--- src/rtl/sha256_pkg.sv ---
// SHA-256 shared package: round constants, initial hash values, a rotate helper function
// and the command struct between controller and datapath.
// No dependencies.
package sha256_pkg;

   localparam int unsigned BlockBytes = 64;
   localparam int unsigned Rounds = 64;
   localparam logic [7:0] PadByte = 8'h80;

   localparam logic [31:0] InitWords [8] = '{
      32'h6a09e667, 32'hbb67ae85, 32'h3c6ef372, 32'ha54ff53a,
      32'h510e527f, 32'h9b05688c, 32'h1f83d9ab, 32'h5be0cd19
   };

   localparam logic [31:0] RoundConsts [64] = '{
      32'h428a2f98, 32'h71374491, 32'hb5c0fbcf, 32'he9b5dba5, 32'h3956c25b, 32'h59f111f1,
      32'h923f82a4, 32'hab1c5ed5, 32'hd807aa98, 32'h12835b01, 32'h243185be, 32'h550c7dc3,
      32'h72be5d74, 32'h80deb1fe, 32'h9bdc06a7, 32'hc19bf174, 32'he49b69c1, 32'hefbe4786,
      32'h0fc19dc6, 32'h240ca1cc, 32'h2de92c6f, 32'h4a7484aa, 32'h5cb0a9dc, 32'h76f988da,
      32'h983e5152, 32'ha831c66d, 32'hb00327c8, 32'hbf597fc7, 32'hc6e00bf3, 32'hd5a79147,
      32'h06ca6351, 32'h14292967, 32'h27b70a85, 32'h2e1b2138, 32'h4d2c6dfc, 32'h53380d13,
      32'h650a7354, 32'h766a0abb, 32'h81c2c92e, 32'h92722c85, 32'ha2bfe8a1, 32'ha81a664b,
      32'hc24b8b70, 32'hc76c51a3, 32'hd192e819, 32'hd6990624, 32'hf40e3585, 32'h106aa070,
      32'h19a4c116, 32'h1e376c08, 32'h2748774c, 32'h34b0bcb5, 32'h391c0cb3, 32'h4ed8aa4a,
      32'h5b9cca4f, 32'h682e6ff3, 32'h748f82ee, 32'h78a5636f, 32'h84c87814, 32'h8cc70208,
      32'h90befffa, 32'ha4506ceb, 32'hbef9a3f7, 32'hc67178f2
   };

   // byte source for the buffer write port
   typedef enum logic [1:0] {
      BSRC_DATA = 2'd0,
      BSRC_PAD  = 2'd1,
      BSRC_ZERO = 2'd2,
      BSRC_LEN  = 2'd3
   } byte_src_type;

   typedef struct packed {
      logic         buf_wr;     // write one byte at buf_addr
      logic [5:0]   buf_addr;
      byte_src_type buf_src;
      logic [7:0]   data_byte;
      logic         load_vars;  // a..h <= chain words
      logic         load_word;  // load schedule word round_idx[3:0] from the buffer read word (t < 16)
      logic         round;      // run round round_idx
      logic [5:0]   round_idx;
      logic         fold;       // chain += a..h
      logic         snap_len;   // capture bit length
      logic         init;       // reinitialise chain words
   } dp_cmd_type;

   function automatic logic [31:0] ror32(input logic [31:0] x, input int unsigned n);
      ror32 = (x >> n) | (x << (32 - n));
   endfunction

endpackage

--- src/rtl/sha256_datapath.sv ---
// SHA-256 datapath: block buffer memory, schedule window, working variables, chain words.
// Depends on sha256_pkg.
module sha256_datapath import sha256_pkg::*; (
   input  logic             clock,
   input  logic             reset,
   input  dp_cmd_type       cmd,
   input  logic [31:0]      block_total,
   input  logic [5:0]       fill_count,
   input  logic [2:0]       rd_index,
   output logic [31:0]      chain_word
);

   logic [31:0] buf_mem [BlockBytes / 4];
   logic [31:0] rd_word_ff;
   logic [31:0] w_ff [16];
   logic [31:0] v_ff [8];
   logic [31:0] chain_ff [8];
   logic [63:0] len_ff;
   logic [7:0]  wr_byte;
   logic [31:0] w_cur, s0, s1, sig0, sig1, ch, maj, t1, t2, w_new;
   logic [3:0]  t4;
   logic [5:0]  rd_addr;

   always_comb begin
      case (cmd.buf_src)
         BSRC_DATA: wr_byte = cmd.data_byte;
         BSRC_PAD:  wr_byte = PadByte;
         BSRC_ZERO: wr_byte = 8'h00;
         default:   wr_byte = len_ff[8 * (7 - 32'(cmd.buf_addr[2:0])) +: 8];
      endcase
   end

   // buffer held as big-endian words: write one byte lane, read one whole word;
   // the read word is registered, so the controller addresses word t before it stores it
   assign rd_addr = cmd.buf_addr;
   always_ff @(posedge clock) begin
      if (cmd.buf_wr) begin
         buf_mem[cmd.buf_addr[5:2]][8 * (3 - 32'(cmd.buf_addr[1:0])) +: 8] <= wr_byte;
      end
      rd_word_ff <= buf_mem[rd_addr[5:2]];
   end

   assign t4 = cmd.round_idx[3:0];
   always_comb begin
      s1 = ror32(w_ff[t4 - 4'd2], 17) ^ ror32(w_ff[t4 - 4'd2], 19) ^ (w_ff[t4 - 4'd2] >> 10);
      s0 = ror32(w_ff[t4 - 4'd15], 7) ^ ror32(w_ff[t4 - 4'd15], 18) ^ (w_ff[t4 - 4'd15] >> 3);
      w_new = s1 + w_ff[t4 - 4'd7] + s0 + w_ff[t4];
      w_cur = (cmd.round_idx < 6'd16) ? w_ff[t4] : w_new;
      sig1 = ror32(v_ff[4], 6) ^ ror32(v_ff[4], 11) ^ ror32(v_ff[4], 25);
      ch = (v_ff[4] & v_ff[5]) ^ (~v_ff[4] & v_ff[6]);
      sig0 = ror32(v_ff[0], 2) ^ ror32(v_ff[0], 13) ^ ror32(v_ff[0], 22);
      maj = (v_ff[0] & v_ff[1]) ^ (v_ff[0] & v_ff[2]) ^ (v_ff[1] & v_ff[2]);
      t1 = v_ff[7] + sig1 + ch + RoundConsts[cmd.round_idx] + w_cur;
      t2 = sig0 + maj;
   end

   always_ff @(posedge clock) begin
      if (cmd.load_word) begin
         w_ff[cmd.round_idx[3:0]] <= rd_word_ff;
      end
      if (cmd.snap_len) begin
         len_ff <= {26'd0, block_total, fill_count} << 3;
      end
      if (cmd.load_vars) begin
         for (int i = 0; i < 8; i++) v_ff[i] <= chain_ff[i];
      end else if (cmd.round) begin
         if (cmd.round_idx >= 6'd16) w_ff[t4] <= w_new;
         v_ff[7] <= v_ff[6];
         v_ff[6] <= v_ff[5];
         v_ff[5] <= v_ff[4];
         v_ff[4] <= v_ff[3] + t1;
         v_ff[3] <= v_ff[2];
         v_ff[2] <= v_ff[1];
         v_ff[1] <= v_ff[0];
         v_ff[0] <= t1 + t2;
      end
   end

   always_ff @(posedge clock) begin
      if (reset || cmd.init) begin
         for (int i = 0; i < 8; i++) chain_ff[i] <= InitWords[i];
      end else if (cmd.fold) begin
         for (int i = 0; i < 8; i++) chain_ff[i] <= chain_ff[i] + v_ff[i];
      end
   end

   assign chain_word = chain_ff[rd_index];

endmodule

--- src/rtl/sha256_controller.sv ---
// SHA-256 controller: byte intake, padding sequence, round sequencing, digest output.
// Depends on sha256_pkg.
module sha256_controller import sha256_pkg::*; (
   input  logic        clock,
   input  logic        reset,
   input  logic        in_valid,
   output logic        in_ready,
   input  logic        in_kind,
   input  logic [7:0]  in_byte,
   output logic        out_valid,
   input  logic        out_ready,
   output logic [2:0]  out_index,
   output dp_cmd_type  cmd,
   output logic [31:0] block_total,
   output logic [5:0]  fill_count
);

   typedef enum logic [6:0] {
      ST_IDLE  = 7'b0000001,
      ST_PAD   = 7'b0000010,
      ST_LOAD  = 7'b0000100,
      ST_ROUND = 7'b0001000,
      ST_FOLD  = 7'b0010000,
      ST_EMIT  = 7'b0100000,
      ST_INIT  = 7'b1000000
   } state_type;

   state_type   state_ff, state_in;
   logic [5:0]  fill_ff, fill_in;
   logic [31:0] total_ff, total_in;
   logic [6:0]  cnt_ff, cnt_in;     // load/round step
   logic        fin_ff, fin_in;     // finishing a message
   logic        last_ff, last_in;   // current compression is the final one
   logic [2:0]  idx_ff, idx_in;

   assign block_total = total_ff;
   assign fill_count  = fill_ff;
   assign in_ready    = (state_ff == ST_IDLE);
   assign out_valid   = (state_ff == ST_EMIT);
   assign out_index   = idx_ff;

   always_comb begin
      state_in = state_ff;
      fill_in  = fill_ff;
      total_in = total_ff;
      cnt_in   = cnt_ff;
      fin_in   = fin_ff;
      last_in  = last_ff;
      idx_in   = idx_ff;
      cmd      = '0;
      cmd.data_byte = in_byte;
      cmd.buf_src   = BSRC_DATA;
      unique case (state_ff)
         ST_IDLE: begin
            if (in_valid) begin
               if (!in_kind) begin
                  cmd.buf_wr   = 1'b1;
                  cmd.buf_addr = fill_ff;
                  fill_in      = fill_ff + 6'd1;
                  if (fill_ff == 6'd63) begin
                     total_in = total_ff + 32'd1;
                     last_in  = 1'b0;
                     cnt_in   = '0;
                     state_in = ST_LOAD;
                  end
               end else begin
                  cmd.buf_wr   = 1'b1;
                  cmd.buf_addr = fill_ff;
                  cmd.buf_src  = BSRC_PAD;
                  cmd.snap_len = 1'b1;
                  fin_in       = 1'b1;
                  last_in      = (fill_ff < 6'd56);
                  fill_in      = fill_ff + 6'd1;
                  state_in     = (fill_ff == 6'd63) ? ST_LOAD : ST_PAD;
                  cnt_in       = '0;
               end
            end
         end
         ST_PAD: begin
            // zeros, then the length field if final; else zeros to the block end
            cmd.buf_wr   = 1'b1;
            cmd.buf_addr = fill_ff;
            cmd.buf_src  = (last_ff && fill_ff >= 6'd56) ? BSRC_LEN : BSRC_ZERO;
            fill_in      = fill_ff + 6'd1;
            if (fill_ff == 6'd63) begin
               cnt_in   = '0;
               state_in = ST_LOAD;
            end
         end
         ST_LOAD: begin
            // word read lead: cnt 0 reads word 0, later cycles store previous word
            cmd.buf_addr = {cnt_ff[3:0], 2'd0};
            cmd.round_idx = 6'(cnt_ff - 7'd1);
            cmd.load_word = (cnt_ff != 7'd0);
            if (cnt_ff == 7'd0) cmd.load_vars = 1'b1;
            cnt_in = cnt_ff + 7'd1;
            if (cnt_ff == 7'd16) begin
               cnt_in   = '0;
               state_in = ST_ROUND;
            end
         end
         ST_ROUND: begin
            cmd.round     = 1'b1;
            cmd.round_idx = cnt_ff[5:0];
            cnt_in        = cnt_ff + 7'd1;
            if (cnt_ff == 7'd63) state_in = ST_FOLD;
         end
         ST_FOLD: begin
            cmd.fold = 1'b1;
            fill_in  = '0;
            if (!fin_ff) begin
               state_in = ST_IDLE;
            end else if (!last_ff) begin
               last_in  = 1'b1;
               state_in = ST_PAD;
            end else begin
               idx_in   = '0;
               state_in = ST_EMIT;
            end
         end
         ST_EMIT: begin
            if (out_ready) begin
               idx_in = idx_ff + 3'd1;
               if (idx_ff == 3'd7) state_in = ST_INIT;
            end
         end
         ST_INIT: begin
            cmd.init = 1'b1;
            fill_in  = '0;
            total_in = '0;
            fin_in   = 1'b0;
            state_in = ST_IDLE;
         end
         default: state_in = ST_IDLE;
      endcase
   end

   always_ff @(posedge clock) begin
      if (reset) begin
         state_ff <= ST_IDLE;
         fill_ff  <= '0;
         total_ff <= '0;
         cnt_ff   <= '0;
         fin_ff   <= 1'b0;
         last_ff  <= 1'b0;
         idx_ff   <= '0;
      end else begin
         state_ff <= state_in;
         fill_ff  <= fill_in;
         total_ff <= total_in;
         cnt_ff   <= cnt_in;
         fin_ff   <= fin_in;
         last_ff  <= last_in;
         idx_ff   <= idx_in;
      end
   end

endmodule

--- src/rtl/sha256_stream_hasher.sv ---
// SHA-256 over a byte stream. Every 64th message byte starts a compression:
// a load of the sixteen schedule words, 64 rounds (one round per cycle through
// a single shared round unit) and a fold, during which no beat is taken. A
// finish beat adds padding, one or two compressions, then eight digest beats,
// most significant word first, and a reinitialisation of the chain words.
// Depends on sha256_pkg, sha256_controller, sha256_datapath.
module sha256_stream_hasher import sha256_pkg::*; (
   input  logic        clock,
   input  logic        reset,
   input  logic        req_tvalid,
   output logic        req_tready,
   input  logic [7:0]  req_tdata,   // [7:0] data_byte
   input  logic        req_tuser,   // [0] kind: 0 byte, 1 finish
   output logic        rsp_tvalid,
   input  logic        rsp_tready,
   output logic [39:0] rsp_tdata,   // [31:0] digest_word, [34:32] word_index, [39:35] zero
   output logic        rsp_tlast    // last_word
);

   dp_cmd_type  cmd;
   logic [31:0] block_total;
   logic [5:0]  fill_count;
   logic [2:0]  out_index;
   logic [31:0] chain_word;

   sha256_controller u_ctrl (
      .clock, .reset,
      .in_valid (req_tvalid),
      .in_ready (req_tready),
      .in_kind  (req_tuser),
      .in_byte  (req_tdata),
      .out_valid(rsp_tvalid),
      .out_ready(rsp_tready),
      .out_index,
      .cmd,
      .block_total,
      .fill_count
   );

   sha256_datapath u_dp (
      .clock, .reset,
      .cmd,
      .block_total,
      .fill_count,
      .rd_index  (out_index),
      .chain_word
   );

   // hold the digest word stable while the beat is stalled: the chain only changes on fold/init
   assign rsp_tdata = {5'd0, out_index, chain_word};
   assign rsp_tlast = (out_index == 3'd7);

endmodule

--- config.mk ---
export PLATFORM = sky130hd
export DESIGN_NAME = sha256_stream_hasher
export DESIGN_NICKNAME = d
export VERILOG_FILES = /design/src/rtl/sha256_pkg.sv /design/src/rtl/sha256_datapath.sv /design/src/rtl/sha256_controller.sv /design/src/rtl/sha256_stream_hasher.sv
export SDC_FILE = /design/constraint.sdc
export NUM_CORES = 2
export LEC_CHECK = 0
export BUFFER_PORTS_ARGS = -buffer_cell sky130_fd_sc_hd__buf_2
export CORE_AREA = 2 2 486 392
export CTS_BUF_LIST = sky130_fd_sc_hd__clkbuf_4 sky130_fd_sc_hd__clkbuf_8
export DETAILED_ROUTE_END_ITERATION = 16
export DIE_AREA = 0 0 488 394
export PLACE_DENSITY = 0.69
export SLEW_MARGIN = 10
export SYNTH_ARGS = -nofsm -noshare
export SYNTH_HDL_FRONTEND = slang
export SYNTH_HIERARCHICAL = 1
export SYNTH_SLANG_ARGS = --single-unit
--- constraint.sdc ---
create_clock -name clock -period 21.7 [get_ports clock]
set_input_delay 4.34 -clock clock [delete_from_list [all_inputs] [get_ports clock]]
set_output_delay 4.34 -clock clock [all_outputs]
set_load 0.005 [all_outputs]
# Yosys cells after proc, flatten, opt, wreduce, memory -nomap -nowiden
# Memory sizes are Yosys's and may differ from the RTL's. A register that Yosys moved wholly into a read port is not among the register bits.
# Index checks and enable logic that the tools add are counted.
# word_totals
regBits	95
latch_bits	0
ramBits	1536
rom_bits	2048
input_bits	13
word_cells	227
memories	5
# mem_list
name	words	word_bits	read_ports	rd_clocked_by_memory_dff	write_ports	line	rtl
(name not given)	64	32	1	0	0	sha256_datapath.sv:53	t1 = v_ff[7] + sig1 + ch + RoundConsts[cmd.round_idx] + w_cur;
u_dp.buf_mem	16	32	1	1	1	sha256_datapath.sv:13	logic [31:0] buf_mem [BlockBytes / 4];
u_dp.w_ff	16	32	4	0	1	sha256_datapath.sv:15	logic [31:0] w_ff [16];
u_dp.chain_ff	8	32	9	1	8	sha256_datapath.sv:17	logic [31:0] chain_ff [8];
u_dp.v_ff	8	32	8	0	8	sha256_datapath.sv:16	logic [31:0] v_ff [8];
# op_classes
add_sub_neg	29
n_mul	0
n_div	0
magnitude_cmp	5
n_eq_ne	24
shift	3
n_mux	90
n_bitwise	45
reduce_logical	18
# op_table
operator	count
two-way mux 32 bit	24
adder 32 bit	18
XOR 32 bit	9
bitwise AND 32 bit	5
two-way mux 7 bit	12
one-hot mux 32 bit (2 select lines)	1
indexed part select 64 x 33 -> 8 bit	1
one-hot mux 7 bit (6 select lines)	1
one-hot mux 6 bit (3 select lines)	2
negation 32 -> 34 bit	1
variable shift 8 x 34 -> 32 bit (first input constant)	1
indexed part select 8 x 34 -> 32 bit	1
adder 32 x 1 -> 32 bit (second input constant)	1
two-way mux 1 bit	32
inverter 32 bit	1
bitwise OR 10 x 32 -> 32 bit	1
bitwise OR 13 x 32 -> 32 bit	1
bitwise OR 14 x 32 -> 32 bit	1
bitwise OR 15 x 32 -> 32 bit	1
bitwise OR 19 x 32 -> 32 bit	1
bitwise OR 21 x 32 -> 32 bit	1
bitwise OR 25 x 32 -> 32 bit	1
bitwise OR 26 x 32 -> 32 bit	1
bitwise OR 30 x 32 -> 32 bit	1
other kinds (56)	95

# Longest topological paths before layout
# An unclocked memory read counts as a cell.
# depth
ltp_word	14
depth_mapped	69

# Modules after synthesis
# The synthesis kept the hierarchy.
# modules_own_cells
mod	n_inst	cells_per_inst	area_each_um2	seq_area_each_um2
sha256_datapath	1	7781	99167.6	47905.9
sha256_controller	1	417	3329.4	1141.1
sha256_stream_hasher	1	7	47.5	0.0

# Least setup slack after synthesis
# Ideal clock, no wire load.
# synth_timing
path_kind	register -> register
from	reg u_ctrl.state_ff[4]
to	mem u_dp.v_ff[0][31], data pin
setup_time_ps	256
arrival_time_ps	15298
slack_ps	6146
path_stages_with_launch	65
path_buffers	10
period_less_slack_ps	15554
path_cell_list	dfxtp_1 -> clkbuf_1 -> or4_1 -> nor4b_1 -> nand2_1 -> o21ai_0 -> clkbuf_1 -> inv_1 -> clkbuf_1 -> buf_1 -> buf_1 -> ha_1 -> buf_4 -> buf_1 -> clkbuf_1 -> buf_1 -> clkbuf_1 -> mux4_2 -> (+29 left out) -> a31o_2 -> and2_1 -> o21ai_0 -> nand2b_1 -> xor2_1 -> fa_1 -> ha_1 -> or3_1 -> o21ai_0 -> o22ai_1 -> a21o_1 -> a31o_2 -> a211oi_1 -> nor2_1 -> mux2i_1 -> nor4b_1 -> xor2_1 -> o21ai_1
# synth_rtl
item	line	rtl
start, declared	sha256_controller.sv:28	state_type state_ff, state_in;
start signal, assigned	sha256_controller.sv:148	state_ff <= state_in;
end, declared	sha256_datapath.sv:16	

==> qor.tcl <==
set qor(outcome) {completed}
set qor(synth_area_per_cell_sq_um) 12.5
set qor(p_total_mw) 6.61
set qor(cts_root_buf) {sky130_fd_sc_hd__clkbuf_8}
set qor(die_height_microns) 394
set qor(antenna_violations_before_repair) 13
set qor(drt-initial-drc-count) 10000
set qor(yosys-top-cells-area) {sky130_fd_sc_hd__edfxtp_1 46%, sky130_fd_sc_hd__mux4_2 14%, sky130_fd_sc_hd__ha_1 5.1%}
set qor(placed_cell_area_sq_mm) 0.105
set qor(vias_in_the_first_global_route) 69600
set qor(post_cts.repair.setup_buffers) 0
set qor(portBuffers) 50
set qor(synth.yosys.seq_area_share_pct) 47.8
set qor(synth.ff_latch_count) 1663
set qor(grt_first_pass_wirelength_microns) 466000
set qor(crit_top_cell) {sky130_fd_sc_hd__inv_1}
set qor(maximum_number_of_pins_on_one_net_before_global_route_repair) 147
set qor(dp_worst_setup_slack_ns) 5.03
set qor(layout_worst_path_cycle_share_pct) 78.8
set qor(asyncSetResetFlopFracSynth_pct) 0
set qor(row_count) 143
set qor(core_area_sq_mm) 0.188
set qor(max_slew.worst_pin.slew_ns) 1.30
set qor(post_cts_resized) 0
set qor(end_kind) {flop}
set qor(ys_dominant_reg_cell) {sky130_fd_sc_hd__edfxtp_1}
set qor(count_of_flip_flops_with_a_built_in_enable_after_synthesis) 1574
set qor(power.leakage_nw) 38.4
set qor(syn2layout_area_growth_pct) 8.10
set qor(layout.cells.non_filler) 11000
set qor(drtAntennaViolNets) 0
set qor(postSynthCellCount) 8205
set qor(wp_data_required_ns) 22.42
set qor(cp.arrival_ns) 17.82
set qor(period_needed_ns) 17.09
set qor(clk_latency_ns) 1.06
set qor(tritoncts) {built}
set qor(post_drt_via_cell_ratio) 6.61
set qor(placer_congestion) 1.01
set qor(cts.sinks) 1663
set qor(hold-worst-slack_ns) 0.456
set qor(fraction_of_layout_instances_using_a_drive_strength_above_1_pct) 16.7
set qor(setup.worst_path.start_class) {flop}
set qor(netlist_area_sq_mm) 0.103
set qor(powerDensity_mw_per_mm2) 59.7
set qor(globalRoute.totalOverflow) 0
set qor(finalSetupViolCount) 0
set qor(post-dp-hpwl_microns) 224000
set qor(synth_largest_type_area_fraction_pct) 46.1
set qor(gr-usage-all-layers_pct) 32.7
set qor(initial_core_util_pct) 54.5
set qor(timing.setup.critical_path_class) {reg -> reg}
set qor(ioPinCount) 56
set qor(grt_setup_unrepaired) {false}
set qor(clockBufferDepth) 4
set qor(cts_made_buffers) 292
set qor(timing.max_slew.rel_slack_pct) 12.9
set qor(synthDominantAreaCellType) {sky130_fd_sc_hd__edfxtp_1}
set qor(drt-pass1-iter-count) 7
set qor(worst_setup_hold_path_clk_slew_ns) 0.06
set qor(drt_drc_violations_left) 0
set qor(placed_cells_incl_taps) 10500
set qor(yosys_warnings) 6
set qor(final_core_utilization_pct) 59.0
set qor(final.setup.worst_slack_ns) 4.61
set qor(drt-wirelength-per-cell_microns) 28.8
set qor(h-tree-depth) 5
set qor(power.ir.vdd_worst_v) 0.0000667
set qor(nNetsFinal) 8868
set qor(die_w_microns) 488
set qor(critPathMaxFanout) 106
set qor(num_vias) 72500
set qor(synthDistinctLibCells) 95
set qor(fin_skew_ns) 0.107
set qor(final.setup.tns_ns) 0
set qor(achievable_frequency_mhz) 58.5
set qor(final_design_instance_area_without_fill_sq_mm) 0.111
set qor(timing.hold.worst.class) {reg -> reg}
set qor(cts_hold_buf) 0
set qor(ff2ff_setup_slack_ns) 4.61
set qor(timing.critical_path.slowest_stage_cell) {sky130_fd_sc_hd__nand4b_1}
set qor(drv_cap) 0
set qor(drt_wl_total_microns) 316000
set qor(timing.critical_path.slowest_cell_delay_ns) 0.79
set qor(finalHoldViolCount) 0
set qor(final_report_max_slew_violation_count) 0
set qor(die_area_sq_mm) 0.192
layer usage:
metal	global-route usage [%]	vias up	wire [microns]
met4	8.35	8	8500
met1	50.5	36300	134000
met3	10.3	617	43700
li1	-	30900	-
met5	0	-	56
met2	44.5	4724	130000
synthesized netlist by cell type, drive strengths merged (16+ instances only):
| cell type | number |
|---|---|
| inv | 410 |
| a21oi | 367 |
| mux2 | 62 |
| or3 | 40 |
| and3 | 49 |
| fa | 195 |
| maj3 | 20 |
| a21o | 189 |
| ha | 418 |
| a31oi | 51 |
| mux2i | 141 |
| edfxtp | 1574 |
| buf | 125 |
| o21a | 46 |
| xnor2 | 387 |
| o211ai | 41 |
| o2111ai | 18 |
| dfxtp | 89 |
| xor2 | 193 |
| nand4 | 23 |
| o221ai | 29 |
| a211oi | 44 |
| mux4 | 664 |
| and2 | 22 |
| a221oi | 28 |
| nor2b | 58 |
| nand2 | 1097 |
| nand3 | 99 |
| clkbuf | 322 |
| o21ai | 387 |
| nand2b | 64 |
| nor2 | 518 |
| o31ai | 29 |
| o22ai | 22 |
| a311oi | 16 |
| nor3 | 115 |
| o21bai | 42 |
final timing paths:
| check | start | end | cells past startpoint |
|---|---|---|---|
| max | u_ctrl/state_ff[4] | u_dp/v_ff[0][31] | 59 |
| min | u_ctrl/block_total[13] | u_dp/len_ff[22] | 0 |
| max reg2reg | u_ctrl/state_ff[4] | u_dp/v_ff[0][31] | 59 |
| min reg2reg | u_ctrl/block_total[13] | u_dp/len_ff[22] | 0 |
flip-flops by register name, indices dropped and copies added (netlist names):
name,flops
u_dp/w_ff,512
u_ctrl/cnt_ff,7
u_dp/buf_mem,512
u_dp/chain_ff,256
u_dp/v_ff,256
u_ctrl/state_ff,7
u_ctrl/last_ff,1
u_dp/len_ff,38
u_ctrl/out_index,3
u_ctrl/block_total,32
u_ctrl/fill_count,6
u_dp/rd_word_ff,32
u_ctrl/fin_ff,1
cells by family after synthesis:
family / Yosys count / synth area share (%)
AOI/OAI and AO/OA: 1439 / 8.90
and+or+nand+nor: 2162 / 9.13
DFF: 1663 / 47.8
other: 1 / 0.00366
adders and majority gates: 633 / 9.10
muxes: 867 / 16.7
buffers and inverters: 858 / 3.33
xor gates and xnor gates: 582 / 5.02
worst max-delay path, delay by kind of cell, from the launching register on:
family	cells	cell delay, ns
adder cells (fa/ha/maj)	12	5.10
AO/OA/AOI/OAI	17	4.09
AND/OR/NAND/NOR	12	2.79
buffers and inverters	11	2.33
XOR/XNOR	5	0.94
multiplexers	2	0.85
flip-flops	1	0.45
placed cells by master, fill, tap and decap left out, types with 24 or more instances in the layout:
cell / count
sky130_fd_sc_hd__buf_4: 133
sky130_fd_sc_hd__mux2_2: 62
sky130_fd_sc_hd__clkbuf_4: 80
sky130_fd_sc_hd__or3_1: 39
sky130_fd_sc_hd__dfxtp_1: 86
sky130_fd_sc_hd__o211ai_1: 41
sky130_fd_sc_hd__fa_1: 195
sky130_fd_sc_hd__edfxtp_1: 1574
sky130_fd_sc_hd__o21ai_0: 353
sky130_fd_sc_hd__and3_1: 49
sky130_fd_sc_hd__nor2_1: 507
sky130_fd_sc_hd__nand2b_1: 63
sky130_fd_sc_hd__xnor2_1: 385
sky130_fd_sc_hd__o221ai_1: 29
sky130_fd_sc_hd__o21bai_1: 42
sky130_fd_sc_hd__nand2_1: 1094
sky130_fd_sc_hd__o21ai_1: 24
sky130_fd_sc_hd__mux4_2: 655
sky130_fd_sc_hd__ha_1: 414
sky130_fd_sc_hd__a211oi_1: 44
sky130_fd_sc_hd__mux2i_1: 141
sky130_fd_sc_hd__xor2_1: 193
sky130_fd_sc_hd__o21a_1: 46
sky130_fd_sc_hd__clkbuf_8: 300
sky130_fd_sc_hd__nor2b_1: 57
sky130_fd_sc_hd__a31oi_1: 51
sky130_fd_sc_hd__nor3_1: 107
sky130_fd_sc_hd__a221oi_1: 28
sky130_fd_sc_hd__inv_1: 406
sky130_fd_sc_hd__a21o_1: 189
sky130_fd_sc_hd__nand3_1: 99
sky130_fd_sc_hd__o31ai_1: 29
sky130_fd_sc_hd__clkinv_1: 59
sky130_fd_sc_hd__clkinv_2: 24
sky130_fd_sc_hd__a21oi_1: 367
sky130_fd_sc_hd__buf_2: 50
where the power goes:
part / internal (mW) / switching [mW]
Clock: 1.50 / 1.29
Combinational: 0.0830 / 0.173
Sequential: 3.54 / 0.0233
area by class of cell:
class	instances	area, sq um
Fill cell	14900	77200
Multi-Input combinational cell	5688	50400
Timing Repair Buffer	186	1310
Clock buffer	380	4730
Tap cell	2537	3170
Antenna cell	8	20.0
Sequential cell	1663	49100
Inverter	411	1540
Clock inverter	99	647
No activity file was read; power rests on OpenSTA's default activity.
